===== src/sv/fdt_structure_tokenizer_unit_macros.svh =====
// assertion helpers shared by the tokenizer rtl
`ifndef FDT_STRUCTURE_TOKENIZER_UNIT_MACROS_SVH
`define FDT_STRUCTURE_TOKENIZER_UNIT_MACROS_SVH

// same-cycle implication, checked out of reset
`define FDTST_ASSERT_NOW(lbl, clk, rst, ante, cons) \
   lbl: assert property (@(posedge clk) disable iff (rst) (ante) |-> (cons)) \
      else $error("fdtst assertion failed");

// next-cycle implication, checked out of reset
`define FDTST_ASSERT_NEXT(lbl, clk, rst, ante, cons) \
   lbl: assert property (@(posedge clk) disable iff (rst) (ante) |=> (cons)) \
      else $error("fdtst assertion failed");

`endif


===== src/sv/fdtst_pkg.sv =====
`timescale 1ns / 1ps

package fdtst_pkg;

   localparam int unsigned AddrWidthDefault = 32;
   localparam int unsigned CsrAddrWidth     = 4;

   // structure block tokens
   localparam logic [31:0] TOK_BEGIN_NODE = 32'd1;
   localparam logic [31:0] TOK_END_NODE   = 32'd2;
   localparam logic [31:0] TOK_PROP       = 32'd3;
   localparam logic [31:0] TOK_NOP        = 32'd4;
   localparam logic [31:0] TOK_END        = 32'd9;

   // register indexes (paddr[3:2])
   localparam logic [1:0] REG_STRUCT_BASE  = 2'd0;
   localparam logic [1:0] REG_STRINGS_BASE = 2'd1;
   localparam logic [1:0] REG_BLOCK_LENGTH = 2'd2;

   typedef enum logic [2:0] {
      EV_BEGIN_NODE = 3'd0,
      EV_END_NODE   = 3'd1,
      EV_PROP       = 3'd2,
      EV_NOP        = 3'd3,
      EV_END        = 3'd4,
      EV_BAD_TOKEN  = 3'd5,
      EV_PAST_LIMIT = 3'd6
   } event_type;

   typedef enum logic [2:0] {
      MODE_TOKEN = 3'd0,
      MODE_NAME  = 3'd1,
      MODE_PLEN  = 3'd2,
      MODE_PNAME = 3'd3,
      MODE_PDATA = 3'd4,
      MODE_STOP  = 3'd5
   } mode_type;

   typedef struct packed {
      logic [31:0] word;
      logic        restart;
   } req_type;

   typedef struct packed {
      event_type   event_res;
      logic [31:0] token_address;
      logic [31:0] name_address;
      logic [31:0] data_address;
      logic [31:0] data_length;
   } rsp_type;

endpackage


===== src/sv/fdt_structure_tokenizer_unit.sv =====
`timescale 1ns / 1ps

// Device-tree structure block tokenizer. Feed the structure block one big-endian
// 32-bit word per beat on req_ (restart=1 on the first word of a block); each
// token comes back as one rsp_ beat: begin node with its name address, end node,
// nop, end, property (on its name-offset word, with length, name address in the
// strings block and data address), bad token or past limit. Name and data words
// give no beat. End, bad token and past limit stop the parse; later words are
// swallowed until a restart. The unit takes one word per clock unless req_stall
// is high: a word lands in the input register, the mode update and address adds
// run in the next cycle and the beat is loaded into the result register once that
// register is free. req_stall rises only when the word in the input register yields a
// beat while the result register is still held by rsp_stall. Program
// struct_base, strings_base and block_length over the csr_ port while idle.
module fdt_structure_tokenizer_unit #(
   parameter int unsigned ADDR_WIDTH = fdtst_pkg::AddrWidthDefault
) (
   input  logic                                 clock,
   input  logic                                 reset,
   // word stream
   input  logic                                 req_valid,
   output logic                                 req_stall,
   input  fdtst_pkg::req_type                   req_data,
   // token events
   output logic                                 rsp_valid,
   input  logic                                 rsp_stall,
   output fdtst_pkg::rsp_type                   rsp_data,
   // register port
   input  logic                                 csr_psel,
   input  logic                                 csr_penable,
   input  logic                                 csr_pwrite,
   input  logic [fdtst_pkg::CsrAddrWidth-1:0]   csr_paddr,
   input  logic [31:0]                          csr_pwdata,
   output logic [31:0]                          csr_prdata,
   output logic                                 csr_pready
);

`include "fdt_structure_tokenizer_unit_macros.svh"

   // addresses wrap at ADDR_WIDTH and are then reported in 32 bits
   localparam logic [31:0] AddrMask = (ADDR_WIDTH >= 32) ? 32'hFFFF_FFFF :
                                      32'((64'd1 << ADDR_WIDTH) - 64'd1);

   function automatic logic [31:0] addr_wrap(input logic [31:0] base,
                                             input logic [31:0] off);
      logic [31:0] sum;
      sum = base + off;
      return sum & AddrMask;
   endfunction

   // ---------------------------------------------------------------------
   // configuration registers
   // ---------------------------------------------------------------------
   logic [31:0] struct_base_ff,  struct_base_in;
   logic [31:0] strings_base_ff, strings_base_in;
   logic [31:0] block_length_ff, block_length_in;
   logic        csr_write;
   logic [1:0]  csr_index;

   assign csr_pready = 1'b1;
   assign csr_write  = csr_psel & csr_penable & csr_pwrite;
   assign csr_index  = csr_paddr[3:2];

   always_comb begin
      struct_base_in  = struct_base_ff;
      strings_base_in = strings_base_ff;
      block_length_in = block_length_ff;
      csr_prdata      = 32'd0;
      unique case (csr_index)
         fdtst_pkg::REG_STRUCT_BASE: begin
            csr_prdata = struct_base_ff;
            if (csr_write) struct_base_in = csr_pwdata;
         end
         fdtst_pkg::REG_STRINGS_BASE: begin
            csr_prdata = strings_base_ff;
            if (csr_write) strings_base_in = csr_pwdata;
         end
         fdtst_pkg::REG_BLOCK_LENGTH: begin
            csr_prdata = block_length_ff;
            if (csr_write) block_length_in = csr_pwdata;
         end
         default: begin
            // unmapped index: reads zero, writes dropped
            csr_prdata = 32'd0;
         end
      endcase
   end

   always_ff @(posedge clock) begin
      if (reset) begin
         struct_base_ff  <= 32'd0;
         strings_base_ff <= 32'd0;
         block_length_ff <= 32'hFFFF_FFFF;
      end else begin
         struct_base_ff  <= struct_base_in;
         strings_base_ff <= strings_base_in;
         block_length_ff <= block_length_in;
      end
   end

   // ---------------------------------------------------------------------
   // input register
   // ---------------------------------------------------------------------
   logic               s1_valid_ff, s1_valid_in;
   fdtst_pkg::req_type s1_data_ff;
   logic               s1_go;      // word in the input register is consumed
   logic               produce;    // that word yields a beat
   logic               out_free;   // result register can take a beat
   logic               req_take;

   assign out_free  = ~rsp_valid | ~rsp_stall;
   assign s1_go     = s1_valid_ff & (~produce | out_free);
   assign req_stall = s1_valid_ff & ~s1_go;
   assign req_take  = req_valid & ~req_stall;

   always_comb begin
      s1_valid_in = s1_valid_ff;
      if (req_take)   s1_valid_in = 1'b1;
      else if (s1_go) s1_valid_in = 1'b0;
   end

   always_ff @(posedge clock) begin
      if (reset) s1_valid_ff <= 1'b0;
      else       s1_valid_ff <= s1_valid_in;
   end

   always_ff @(posedge clock) begin
      if (req_take) s1_data_ff <= req_data;
   end

   // ---------------------------------------------------------------------
   // parse state
   // ---------------------------------------------------------------------
   fdtst_pkg::mode_type mode_ff, mode_in, cur_mode;
   logic [31:0]         pos_ff, pos_in, cur_pos;
   logic [29:0]         skip_ff, skip_in, cur_skip;
   logic [31:0]         hlen_ff, hlen_in;   // property length
   logic [31:0]         htok_ff, htok_in;   // property token offset
   fdtst_pkg::rsp_type  beat;
   logic [31:0]         word;
   logic [31:0]         here_addr;
   logic [31:0]         next_addr;
   logic [32:0]         len_round;
   logic                has_nul;

   assign word = s1_data_ff.word;

   // restart clears position, mode and skip count before the word is parsed
   assign cur_mode = s1_data_ff.restart ? fdtst_pkg::MODE_TOKEN : mode_ff;
   assign cur_pos  = s1_data_ff.restart ? 32'd0 : pos_ff;
   assign cur_skip = s1_data_ff.restart ? 30'd0 : skip_ff;

   assign here_addr = addr_wrap(struct_base_ff, cur_pos);
   assign next_addr = addr_wrap(struct_base_ff, cur_pos + 32'd4);
   assign len_round = {1'b0, hlen_ff} + 33'd3;
   assign has_nul   = (word[31:24] == 8'd0) | (word[23:16] == 8'd0) |
                      (word[15:8] == 8'd0)  | (word[7:0] == 8'd0);

   always_comb begin
      mode_in = cur_mode;
      skip_in = cur_skip;
      hlen_in = hlen_ff;
      htok_in = htok_ff;
      produce = 1'b0;
      beat.event_res     = fdtst_pkg::EV_NOP;
      beat.token_address = here_addr;
      beat.name_address  = 32'd0;
      beat.data_address  = 32'd0;
      beat.data_length   = 32'd0;

      unique case (cur_mode)
         fdtst_pkg::MODE_TOKEN: begin
            produce = 1'b1;
            if (cur_pos >= block_length_ff) begin
               beat.event_res = fdtst_pkg::EV_PAST_LIMIT;
               mode_in        = fdtst_pkg::MODE_STOP;
            end else begin
               case (word)
                  fdtst_pkg::TOK_BEGIN_NODE: begin
                     beat.event_res    = fdtst_pkg::EV_BEGIN_NODE;
                     beat.name_address = next_addr;
                     mode_in           = fdtst_pkg::MODE_NAME;
                  end
                  fdtst_pkg::TOK_END_NODE: begin
                     beat.event_res = fdtst_pkg::EV_END_NODE;
                  end
                  fdtst_pkg::TOK_PROP: begin
                     // event waits for the name-offset word
                     produce = 1'b0;
                     htok_in = cur_pos;
                     mode_in = fdtst_pkg::MODE_PLEN;
                  end
                  fdtst_pkg::TOK_NOP: begin
                     beat.event_res = fdtst_pkg::EV_NOP;
                  end
                  fdtst_pkg::TOK_END: begin
                     beat.event_res = fdtst_pkg::EV_END;
                     mode_in        = fdtst_pkg::MODE_STOP;
                  end
                  default: begin
                     beat.event_res = fdtst_pkg::EV_BAD_TOKEN;
                     mode_in        = fdtst_pkg::MODE_STOP;
                  end
               endcase
            end
         end
         fdtst_pkg::MODE_NAME: begin
            if (has_nul) mode_in = fdtst_pkg::MODE_TOKEN;
         end
         fdtst_pkg::MODE_PLEN: begin
            hlen_in = word;
            mode_in = fdtst_pkg::MODE_PNAME;
         end
         fdtst_pkg::MODE_PNAME: begin
            produce            = 1'b1;
            beat.event_res     = fdtst_pkg::EV_PROP;
            beat.token_address = addr_wrap(struct_base_ff, htok_ff);
            beat.name_address  = addr_wrap(strings_base_ff, word);
            beat.data_address  = next_addr;
            beat.data_length   = hlen_ff;
            if (hlen_ff == 32'd0) begin
               mode_in = fdtst_pkg::MODE_TOKEN;
            end else begin
               // padded data words left after the first one
               skip_in = 30'(len_round[32:2] - 31'd1);
               mode_in = fdtst_pkg::MODE_PDATA;
            end
         end
         fdtst_pkg::MODE_PDATA: begin
            if (cur_skip == 30'd0) mode_in = fdtst_pkg::MODE_TOKEN;
            else                   skip_in = cur_skip - 30'd1;
         end
         fdtst_pkg::MODE_STOP: begin
            mode_in = fdtst_pkg::MODE_STOP;
         end
         default: begin
            mode_in = fdtst_pkg::MODE_STOP;
         end
      endcase

      // a stopped parse holds its position unless the word gave a beat
      if (mode_in != fdtst_pkg::MODE_STOP || produce) pos_in = cur_pos + 32'd4;
      else                                            pos_in = cur_pos;
   end

   always_ff @(posedge clock) begin
      if (reset) begin
         mode_ff <= fdtst_pkg::MODE_TOKEN;
         pos_ff  <= 32'd0;
         skip_ff <= 30'd0;
         hlen_ff <= 32'd0;
         htok_ff <= 32'd0;
      end else if (s1_go) begin
         mode_ff <= mode_in;
         pos_ff  <= pos_in;
         skip_ff <= skip_in;
         hlen_ff <= hlen_in;
         htok_ff <= htok_in;
      end
   end

   // ---------------------------------------------------------------------
   // result register
   // ---------------------------------------------------------------------
   logic               rsp_valid_ff, rsp_valid_in;
   fdtst_pkg::rsp_type rsp_data_ff;
   logic               rsp_load;

   assign rsp_load = s1_go & produce;

   always_comb begin
      rsp_valid_in = rsp_valid_ff;
      if (rsp_load)        rsp_valid_in = 1'b1;
      else if (!rsp_stall) rsp_valid_in = 1'b0;
   end

   always_ff @(posedge clock) begin
      if (reset) rsp_valid_ff <= 1'b0;
      else       rsp_valid_ff <= rsp_valid_in;
   end

   always_ff @(posedge clock) begin
      if (rsp_load) rsp_data_ff <= beat;
   end

   assign rsp_valid = rsp_valid_ff;
   assign rsp_data  = rsp_data_ff;

   // ---------------------------------------------------------------------
   // checks
   // ---------------------------------------------------------------------
   `FDTST_ASSERT_NOW(a_skip_only_in_data, clock, reset,
      skip_ff != 30'd0, mode_ff == fdtst_pkg::MODE_PDATA)

   `FDTST_ASSERT_NOW(a_data_fields_prop_only, clock, reset,
      rsp_valid && rsp_data.event_res != fdtst_pkg::EV_PROP,
      rsp_data.data_address == 32'd0 && rsp_data.data_length == 32'd0)

   `FDTST_ASSERT_NEXT(a_stop_after_final_event, clock, reset,
      rsp_load && (beat.event_res == fdtst_pkg::EV_END ||
                   beat.event_res == fdtst_pkg::EV_BAD_TOKEN ||
                   beat.event_res == fdtst_pkg::EV_PAST_LIMIT),
      mode_ff == fdtst_pkg::MODE_STOP)

   `FDTST_ASSERT_NOW(a_no_beat_from_skipped_words, clock, reset,
      s1_valid_ff && !s1_data_ff.restart && (mode_ff == fdtst_pkg::MODE_NAME ||
         mode_ff == fdtst_pkg::MODE_PLEN || mode_ff == fdtst_pkg::MODE_PDATA ||
         mode_ff == fdtst_pkg::MODE_STOP),
      !produce)

endmodule

===== config.mk =====
export PLATFORM = sky130hd
export DESIGN_NAME = fdt_structure_tokenizer_unit
export DESIGN_NICKNAME = d
export VERILOG_FILES = /design/src/sv/fdtst_pkg.sv /design/src/sv/fdt_structure_tokenizer_unit.sv
export VERILOG_INCLUDE_DIRS = /design/src /design/src/sv
export SDC_FILE = /design/constraint.sdc
export NUM_CORES = 1
export LEC_CHECK = 0
export BUFFER_PORTS_ARGS = -buffer_cell sky130_fd_sc_hd__buf_2
export CAP_MARGIN = 20
export CORE_UTILIZATION = 45
export CTS_CLUSTER_SIZE = 16
export DETAILED_ROUTE_END_ITERATION = 10
export PLACE_DENSITY_LB_ADDON = 0.12
export RECOVER_POWER = 50
export SLEW_MARGIN = 20
export SYNTH_ARGS = -nofsm -noshare
export SYNTH_HDL_FRONTEND = slang
export SYNTH_SLANG_ARGS = --single-unit

===== constraint.sdc =====
create_clock -name clock -period 13.5 [get_ports clock]
set_input_delay 2.7 -clock clock [delete_from_list [all_inputs] [get_ports clock]]
set_output_delay 2.7 -clock clock [all_outputs]
set_load 0.005 [all_outputs]

==> out/results.ini, run 1 <==
[critical_path]
worst_path_largest_cell_delay_ps=2210
crit_buf_inv=3
endpoint_kind=output pin
crit_slowest_cell=clkbuf_1
start_kind=input pin
worstPathArrival_ps=6510
cp_max_fo=38
cp_cell_sequence=buf_2 > clkbuf_1 > nor2b_4 > nand2_1 > o21ai_0 > buf_2
cp_common_cell=buf_2
worst-setup-path-type=input pin to output pin
crit_required_ps=10800
path_delay_family=buffers and inverters

[finish]
finish.utilization=0.520
drive_gt1_frac=0.124
nets=2998
multi_input_area_mm2=0.0129
register_area_mm2=0.00947
areaGrowthSynthToFinish_pct=13.2
stdcell_area_mm2=0.0262
fill_cells=4825

[clock_network]
h-tree-depth=2
clkTransAtPathRegs_ps=60
clk_latency_ps=590
cts_resized=0
root_buffer=clkbuf_16
cts-buffers-inserted=45
post-cts-setup-buffers=0
postCtsHoldBufs=0
clockBufferDepth=3
cts_tree=yes
cts.sinks=391

[power]
seqPwrFrac=0.460
power_density_mw_per_mm2=108
ir_worst_vdd_mv=0.131
swShare=0.262
p_int_uw=2080
pwr-share-comb=0.099
p_leak_uw=0.0109
power_switching_uw=739
clkPwrFrac=0.441

[route]
vias_per_cell=6.00
drc=0
drt_iter0_drc=2087
vias=21000
detail-route-antenna-nets=0
wl_per_cell_um=22.6
drt_pass1_iterations=5
wl_um=79100

[yosys]
synth_edf_count=164
yosysMostFrequentCell=nand2_1
synth_top_area_share=0.212
ys_seq_area_frac=0.409
syn_avg_cell_area_um2=8.81
async_reset_ff_frac=0
syn-instance-count=2632
synth_largest_area_cell=edfxtp_1
ys_ff_latch=391
netlist_area_mm2=0.0232
syn-num-nets=2845
synthTopCellsByArea=edfxtp_1, dfxtp_1, ha_1
yosys_warnings=0
synth_common_cells=nand2_1, dfxtp_1, a21oi_1
synth_ff_type=dfxtp_1
synth.distinct_cells=89

[placed_design]
placed_cell_area_mm2=0.0249
io_buffers=238
gp_congestion=0.955
hpwl_um=57900

[sta]
clock.fmax_mhz=109
final.min_clock_period_ps=9210
max_slew_margin=-1.31
period_share=0.682
rsz0062_at_grt=no
worst_pin_slew_ps=3470
final-hold-violation-count=0
setup_tns_ps=0
clock-skew-final_ps=22.2
setup_violations=0
slew_violations=455

[floorplanning]
die_w_um=229
start_util=0.459
dieArea_mm2=0.0524
std_cell_rows=82
die_h_um=229
ios=242
coreArea_mm2=0.0505

[status]
outcome=finished, violations left
failed_checks=max-capacitance violations, max-slew violations

[global_routing]
antenna_found_initial=5
grt_pass1_vias=19100
grt_max_degree=83
grtUsageTotal=0.293
grt_pass1_wl_um=117000
overflow=0

[job]
maxCapViolCount=9

[hold_path]
hold_class=register to register

## per-stage QoR
step | power, uW | hold WS, ps | setup slack (ps) | cells
4_1_cts | 2840 | 466 | 6040 | 3493
3_3_place_gp | 1590 | 438 | 6050 | 3410
2_1_floorplan | 1480 | 421 | 2120 | 2632
3_5_place_dp | 1600 | 448 | 6040 | 3410
6_report | 2820 | 462 | 4290 | 3494
5_1_grt | 2910 | 487 | 4210 | 3494
## cells in the final DEF, fill, tap and decap left out, types with 35 or more instances in the layout
| cell | synthesis | routed |
|---|---|---|
| nand2_1 | 392 | 392 |
| o21ai_0 | 145 | 145 |
| mux2i_1 | 67 | 67 |
| edfxtp_1 | 164 | 164 |
| ha_1 | 134 | 134 |
| xnor2_1 | 97 | 97 |
| nor2b_1 | 38 | 36 |
| a31o_2 | 37 | 37 |
| a21o_1 | 61 | 61 |
| o211ai_1 | 42 | 42 |
| dfxtp_1 | 227 | 227 |
| nand3_1 | 36 | 35 |
| buf_2 | 5 | 187 |
| nor2_1 | 197 | 196 |
| inv_1 | 78 | 77 |
| nor3_1 | 61 | 59 |
| xor2_1 | 57 | 57 |
| clkbuf_16 | 0 | 45 |
| a21oi_1 | 204 | 203 |
| clkbuf_1 | 139 | 71 |
## metal layers
metal / routed length (um) / GRT usage / up-vias
li1: - / - / 9838
met1: 36300 / 0.432 / 10200
met2: 33200 / 0.424 / 839
met3: 7540 / 0.0659 / 110
met4: 1950 / 0.0823 / 8
met5: 46 / 0 / -
## worst register-to-register path, stage by stage (launching register included)
cell	delay (ps)
edfxtp_1	350
clkbuf_1	560
inv_1	190
clkbuf_1	1080
nand2_1	380
inv_1	240
ha_1	180
a21o_1	110
a21o_1	110
a21oi_1	60
o21bai_1	180
a2111o_1	180
a21boi_0	110
o21a_1	180
a21oi_1	330
clkbuf_1	2480
nor2_1	920
a31o_2	520
## path summary, 6_finish.rpt
check                startpoint        endpoint  slack, ps  cells after the start
setup / recovery   csr_paddr[2]  csr_prdata[27]       4290                      6
hold / removal        pos_ff[1]       pos_ff[1]        460                      1
setup reg to reg  s1_data_ff[0]      pos_ff[27]       5230                     17
hold reg to reg       pos_ff[1]       pos_ff[1]        460                      1
## power by group through the flow
stage               combinational [uW]  clock (uW)  sequential [uW]
CTS                                276        1260             1300
global placement                   272           0             1320
finish                             280        1240             1300
floorplan                          164           0             1320
detailed placement                 275           0             1320
global route                       301        1310             1300
## final cells by class
class	instances	share of cell area
Multi-Input combinational cell	2003	0.490
Sequential cell	391	0.361
Timing Repair Buffer	266	0.0496
Clock buffer	58	0.0456
Tap cell	672	0.0321
Inverter	78	0.0112
Clock inverter	25	0.0103
Antenna cell	1	0.0000954
## state kept, by name (all words and copies together) (netlist names)
| register | count |
|---|---|
| htok_ff | 32 |
| s1_data_ff | 1 |
| pos_ff | 32 |
| skip_ff | 30 |
| hlen_ff | 32 |
| block_length_ff | 32 |
| strings_base_ff | 32 |
| struct_base_ff | 32 |
| rsp_valid | 1 |
| mode_ff | 3 |
| s1_valid_ff | 1 |
| rsp_data | 131 |
| word | 32 |
## cells by family after synthesis
kind of cell,share of synthesized area
AND/OR/NAND/NOR,0.184
adder cells (fa/ha/maj),0.0749
buffers and inverters,0.0394
AO/OA/AOI/OAI,0.206
XOR/XNOR,0.0582
multiplexers,0.0289
other,0.000162
flip-flops,0.409
(Power assumes the default switching activity.)
==> run 2, diff against run 1 <==
Clock period 13.5 ns to 8 ns, I/O delays scaled along.
==> run 2 against run 1 <==
  * The flow still finishes with violations (max-capacitance violations, max-slew violations)
  * Clock power grew 76%
  * Core utilization grew 0.18 points
  * Via count shrank 0.34%
  * Non-clock buffer count shrank 2
  * Largest cell class unchanged
  * Largest power group unchanged
  * Highest routed layer unchanged
==> out/results.ini, run 2 (same netlist as run 1, synthesis figures left out) <==
[status]
outcome=finished, violations left
failed_checks=max-capacitance violations, max-slew violations

[route]
wl_per_cell_um=22.8
wl_met3_um=7210
detail-route-antenna-nets=0
wl_met1_um=37100
wl_met2_um=33700
drc=0
drt_pass1_iterations=7
vias=20900
route.top_layer_used=met5
wl_um=79500
drt_iter0_drc=2210
vias_per_cell=5.98

[finish]
nets=2996
diodes=0
areaGrowthSynthToFinish_pct=13.6
fill_cells=4748
layout_commonest_cell=nand2_1
instances_no_fill=3492
drive_gt1_frac=0.127
mostFrequentLayoutCells=nand2_1, dfxtp_1, a21oi_1
register_area_mm2=0.00947
largest_reg_flops=131
multi_input_area_mm2=0.0129

[hold_path]
hold_class=register to register
hold_path.startpoint=pos_ff[1]

[floorplanning]
coreArea_mm2=0.0505
dieArea_mm2=0.0524
std_cell_rows=82
die_h_um=229
die_w_um=229
start_util=0.459
ios=242

[sta]
final.min_clock_period_ps=6920
clock-skew-final_ps=22.2
rsz0062_at_grt=no
setup_violations=0
setup_tns_ps=0
final-hold-violation-count=0
period_share=0.865
clock.fmax_mhz=145
worst_pin_slew_ps=3170
max_slew_margin=-1.12
slew_violations=339

[placed_design]
gp_congestion=0.922
hpwl_um=58700
placed_cells=3408
io_buffers=238

[power]
clkPwrFrac=0.450
pwr-share-comb=0.097
power_switching_uw=1280
power_density_mw_per_mm2=184
p_int_uw=3560
ir_worst_vdd_mv=0.206
swShare=0.264
seqPwrFrac=0.453
p_leak_uw=0.0110

[clock_network]
postCtsHoldBufs=0
clk_latency_ps=600
cts-buffers-inserted=45
cts_tree=yes
post-cts-setup-buffers=0
root_buffer=clkbuf_16
cts.sinks=391
h-tree-depth=2
clkTransAtPathRegs_ps=60
cts_resized=0
clockBufferDepth=3

[critical_path]
reg2reg_from=s1_data_ff[0]
endpoint_kind=output pin
worstPathArrival_ps=5320
cp_max_fo=14
crit_start=s1_data_ff[0]
start_kind=register
r2r_setup_slack_ps=1090
crit_required_ps=6400
worst-setup-path-type=register to output pin

[job]
maxCapViolCount=7

[global_routing]
grt_max_degree=91
grt_pass1_wl_um=118000
grt_pass1_vias=18900
grtUsageTotal=0.294
overflow=0
antenna_found_initial=4

==> run 2: metal layers <==
layer / up-vias / track usage
li1: 9819 / -
met1: 10100 / 0.446
met2: 897 / 0.430
met3: 90 / 0.0519
met4: 4 / 0.0673
met5: - / 0
==> run 2: power groups by stage <==
stage          clock network (uW)  registers (uW)  logic, uW
2_1_floorplan                   0            2220        277
3_3_place_gp                    0            2230        458
3_5_place_dp                    0            2230        464
4_1_cts                      2210            2190        466
5_1_grt                      2280            2200        506
6_report                     2180            2190        472
==> run 2: worst paths after layout <==
check,endpoint,depth (start not counted)
setup / recovery,req_stall,14
hold / removal,pos_ff[1],1
setup reg to reg,rsp_data[127],17
hold reg to reg,pos_ff[1],1
==> run 2: area by class of cell <==
| class | instances | share of cell area |
|---|---|---|
| inverters | 78 | 0.0112 |
| clock buffers | 53 | 0.0455 |
| well taps | 672 | 0.0319 |
| clock inverters | 31 | 0.0130 |
| multi-input cells | 2003 | 0.489 |
| repair buffers | 264 | 0.0494 |
| flip-flops and latches | 391 | 0.360 |
==> run 2: critical path: stages, from the launching register on <==
cell and delay, ps:
edfxtp_1 420, inv_1 460, clkbuf_1 600, nand2_1 210
ha_1 310, nand2b_1 150, a21o_1 170, a21o_1 160
a21oi_1 160, o211ai_1 120, a21oi_1 320, o21ai_0 330
o21ai_0 820, a21oi_1 300, buf_2 200
==> run 2: stage by stage <==
step	hold WS [ps]	power [uW]	util	setup slack, ps	area [um^2]
after global placement	436	2690	0.493	2130	24900
after floorplan	421	2490	-	998	23200
after detailed placement	441	2700	0.493	2080	24900
final	458	4840	0.521	1080	26300
after global routing	473	4980	0.521	587	26300
after CTS	460	4860	0.523	1430	26400
